**config.mk**
```make
export PLATFORM = sky130hd
export DESIGN_NAME = fct_match
export DESIGN_NICKNAME = d
export VERILOG_FILES = /design/src/sv/fct_pkg.sv /design/src/sv/fct_match.sv
export SDC_FILE = /design/constraint.sdc
export NUM_CORES = 1
export LEC_CHECK = 0
export ABC_AREA = 1
export BUFFER_PORTS_ARGS = -buffer_cell sky130_fd_sc_hd__buf_2
export CAP_MARGIN = 40
export CORE_MARGIN = 2
export CORE_UTILIZATION = 37
export DETAILED_ROUTE_END_ITERATION = 10
export PLACE_DENSITY_LB_ADDON = 0.2
export SLEW_MARGIN = 20
export SYNTH_ARGS = -nofsm -noshare
export SYNTH_HDL_FRONTEND = slang
export SYNTH_SLANG_ARGS = --single-unit
```
**constraint.sdc**
```tcl
create_clock -name vclk -period 1.03
set_input_delay 0.103 -clock vclk [all_inputs]
set_output_delay 0.103 -clock vclk [all_outputs]
set_load 0.005 [all_outputs]
```
**src/sv/fct_pkg.sv**
```systemverilog
// Shared types, constants and helpers for the MAC forwarding table.
package fct_pkg;

  localparam int TABLE_DEPTH = 4096;
  localparam int IDX_W       = $clog2(TABLE_DEPTH);
  localparam int CNT_W       = $clog2(TABLE_DEPTH + 1);

  localparam int OP_W        = 3;
  localparam int MAC_W       = 48;
  localparam int PORT_W      = 16;
  localparam int VLAN_W      = 12;
  localparam int STATUS_W    = 2;
  localparam int OUT_CNT_W   = 13;

  typedef enum logic [OP_W-1:0] {
    OP_LEARN      = 3'd0,
    OP_AGE        = 3'd1,
    OP_MOVE       = 3'd2,
    OP_FLUSH_PORT = 3'd3,
    OP_FLUSH_VLAN = 3'd4,
    OP_FLUSH_ALL  = 3'd5
  } opcode_t;

  typedef enum logic [STATUS_W-1:0] {
    ST_DONE    = 2'd0,
    ST_DUP     = 2'd1,
    ST_FULL    = 2'd2,
    ST_NOMATCH = 2'd3
  } status_t;

  typedef struct packed {
    logic [MAC_W-1:0]  mac;
    logic [PORT_W-1:0] port;
    logic [VLAN_W-1:0] vlan;
  } entry_t;

  typedef enum logic [3:0] {
    S_IDLE   = 4'b0001,
    S_SCAN   = 4'b0010,
    S_AGE_WR = 4'b0100,
    S_RESP   = 4'b1000
  } state_t;

  // Low OUT_CNT_W bits of the count, zero extended when the count is narrower.
  function automatic logic [OUT_CNT_W-1:0] count_out(input logic [CNT_W-1:0] cnt);
    logic [OUT_CNT_W+CNT_W-1:0] tmp;
    tmp = {{OUT_CNT_W{1'b0}}, cnt};
    return tmp[OUT_CNT_W-1:0];
  endfunction

endpackage

```
**src/sv/fct_match.sv**
```systemverilog
// Entry compare: decides whether a stored entry hits the current event's key.
module fct_match (
  input  fct_pkg::opcode_t op,
  input  fct_pkg::entry_t  key,
  input  fct_pkg::entry_t  ent,
  output logic             hit
);
  import fct_pkg::*;

  logic mac_eq, port_eq, vlan_eq;

  assign mac_eq  = (ent.mac == key.mac);
  assign port_eq = (ent.port == key.port);
  assign vlan_eq = (ent.vlan == key.vlan);

  always_comb begin
    case (op)
      OP_LEARN, OP_AGE: hit = mac_eq && port_eq;
      OP_MOVE:          hit = mac_eq;
      OP_FLUSH_PORT:    hit = port_eq;
      OP_FLUSH_VLAN:    hit = vlan_eq;
      default:          hit = 1'b0;
    endcase
  end

endmodule

```
==> flow_metrics.tcl <==
set metrics [dict create \
    outcome "finished, violations left" \
    violations "negative setup slack" \
    ios 156 \
    peakVddDrop_mv 0.158 \
    worstSetupPathType "primary input to primary output" \
    p_int_uw 436 \
    ys_top_cells_by_count "155 x nand2_1, 96 x inv_1, 67 x nor2_1" \
    die_height_um 66.7 \
    crit_fanout 1 \
    syn_area_mm2 0.00145 \
    p_comb_share_pct 100.0 \
    initial_core_util_pct 39.1 \
    fillers 415 \
    relSlewSlack_pct 88.8 \
    synth_top_cell_by_area "nand2_1" \
    gp_congestion 0.735 \
    grt_max_degree 4 \
    fp-row-count 22 \
    grt_pass1_wl_um 6860 \
    sw_frac_of_total_pct 45.5 \
    crit_chain "buf_2 -> xor2_1 -> nor2_1 -> nand2_1 -> nor2_1 -> nand2_1 -> nor2_2 -> nand3_1 -> nand2_1 -> buf_2" \
    setup_viol 1 \
    p_sw_uw 364 \
    pwr-share-clk_pct 0 \
    finalHoldViolCount 0 \
    cts_hold_buf 0 \
    antenna_found_initial 0 \
    min_path_cells 7 \
    worst_hold_path.endpoint "hit" \
    rsz0062_at_grt "yes" \
    grt_usage_pct 18.2 \
    whs_ns 0.654 \
    io_buffers 156 \
    num_vias 2291 \
    fin_total_pwr_uw 801 \
    critPathLaunchType "primary input" \
    cp.required_ns 0.93 \
    crit_top_cell "nand2_1" \
    met3_usage_pct 2.53 \
    finalCriticalPeriod_ns 1.23 \
    cp-end-kind "primary output" \
    grt.overflow.total 0 \
    grt_pass1_vias 1973 \
    seqCellArea_um2 0 \
    fmax_mhz 811 \
    drtAntennaViolNets 0 \
    dp_hpwl_um 3850 \
    wire_per_inst_um 8.03 \
    final_util_pct 65.9 \
    seq_cell_count 0 \
    ys_seq_area_share_pct 0 \
    yosysMostFrequentCell "nand2_1" \
    synthToLayoutAreaGrowth_pct 68.3 \
    drcViolationCount 0 \
    tightest_slew_ns 0.167 \
    p_leak_nw 1.79 \
    antenna_cells 0 \
    cp_slowest_cell "xor2_1" \
    dieArea_mm2 0.00445 \
    dr.first_iter.drc_count 46 \
    routed_via_density 4.09 \
    synth_top_area_share_pct 40.0 \
    yosys_warnings 0 \
    timing.final.crit_share_pct 120 \
    drt_pass1_iterations 4 \
    grtUsageMet2_pct 36.9 \
    drv_cap 0 \
    drt_wl_total_um 4500 \
    die_width_um 66.7 \
    syn_inst 354 \
    fin_nets 669 \
    power_frac_seq_pct 0 \
    max_stage_delay_ns 0.14 \
    timing.final.ws_setup_ns -0.203 \
    synth_cell_type_count 13 \
    synth.avg_cell_area_um2 4.11 \
    maxSlewViolCount 0 \
    hp-class "primary input to primary output" \
    synth_area_leaders "nand2_1 40%, inv_1 25%, nor2_1 17%" \
    core_mm2 0.00372 \
    drive_gt1_share_pct 34.8 \
    power_density_mw_per_mm2 327 \
    nClkBuffers 0 \
    use_met1_pct 20.2 \
    top_usage_layer "met2" \
    worstHoldStart "op[2]" \
    synth_nets 509 \
    worst_ep_arrival_time_ns 1.13 \
]
layout by cell type, fill, tap and decap left out:
| master | count |
|---|---|
| or2_0 | 1 |
| nand2_1 | 148 |
| inv_2 | 5 |
| nor3_2 | 1 |
| o21ai_1 | 3 |
| nor2_4 | 1 |
| inv_1 | 90 |
| nor2_1 | 62 |
| o22ai_1 | 1 |
| nand2_2 | 6 |
| xnor2_1 | 11 |
| nor2_2 | 4 |
| buf_4 | 2 |
| buf_6 | 13 |
| buf_8 | 1 |
| o21ai_2 | 1 |
| nand3_1 | 6 |
| nand2_4 | 1 |
| nand4_1 | 1 |
| o21ai_0 | 2 |
| inv_4 | 1 |
| xor2_1 | 8 |
| nor3_1 | 1 |
| buf_2 | 142 |
per-stage QoR:
stage               setup WS (ns)  instances  setup TNS [ns]  cell area [um2]
CTS                        -0.128        559          -0.128             2310
floorplan                   0.184        354               0             1450
detailed placement         -0.169        559          -0.169             2300
finish                     -0.203        560          -0.203             2450
global placement           -0.187        559          -0.187             2300
global route               -0.335        560          -0.335             2450
cells by family after synthesis:
family	share of synthesized area (%)
and+or+nand+nor	61.3
xor gates and xnor gates	11.4
buffers and inverters	24.8
AOI/OAI and AO/OA	2.50
power by group through the flow:
stage               clock, mW  sequential, mW  combinational [mW]
global route                0               0               0.923
detailed placement          0               0               0.733
floorplan                   0               0               0.349
global placement            0               0               0.712
finish                      0               0               0.801
CTS                         0               0               0.737
worst max-delay path by stage:
stage	from	end	slack, ns
2_1_floorplan	op[1]	hit	0.18
3_3_place_gp	op[1]	hit	-0.19
3_5_place_dp	op[1]	hit	-0.17
4_1_cts	op[1]	hit	-0.13
5_1_grt	ent[29]	hit	-0.34
6_report	key[41]	hit	-0.20
metal layers:
metal / share of wire (%) / routed length [um]
met5: 0 / 0
met4: 2.1 / 94
met3: 8.9 / 398
met2: 53 / 2400
met1: 36 / 1600
timing repair:
action / CTS / global route
endpoints found under the hold margin: 0 / 0
cloned: 0 / 0
pin swaps: 0 / 40
gates resized for setup: 3 / 37
endpoints found under the setup margin: 1 / 1
buffers inserted: 0 / 1
cell type report:
cell class         instances  area (um2)  area share, %
inverters                 96         363           14.8
repair buffers           158         887           36.2
well taps                 48        60.1           2.45
multi-input cells        258        1140           46.5
critical path: cells and delay by family:
kind / cells / cell delay (ns)
simple gates: 7 / 0.67
buf+inv: 2 / 0.21
xor+xnor: 1 / 0.14
No activity file was read; power rests on OpenSTA's default activity.
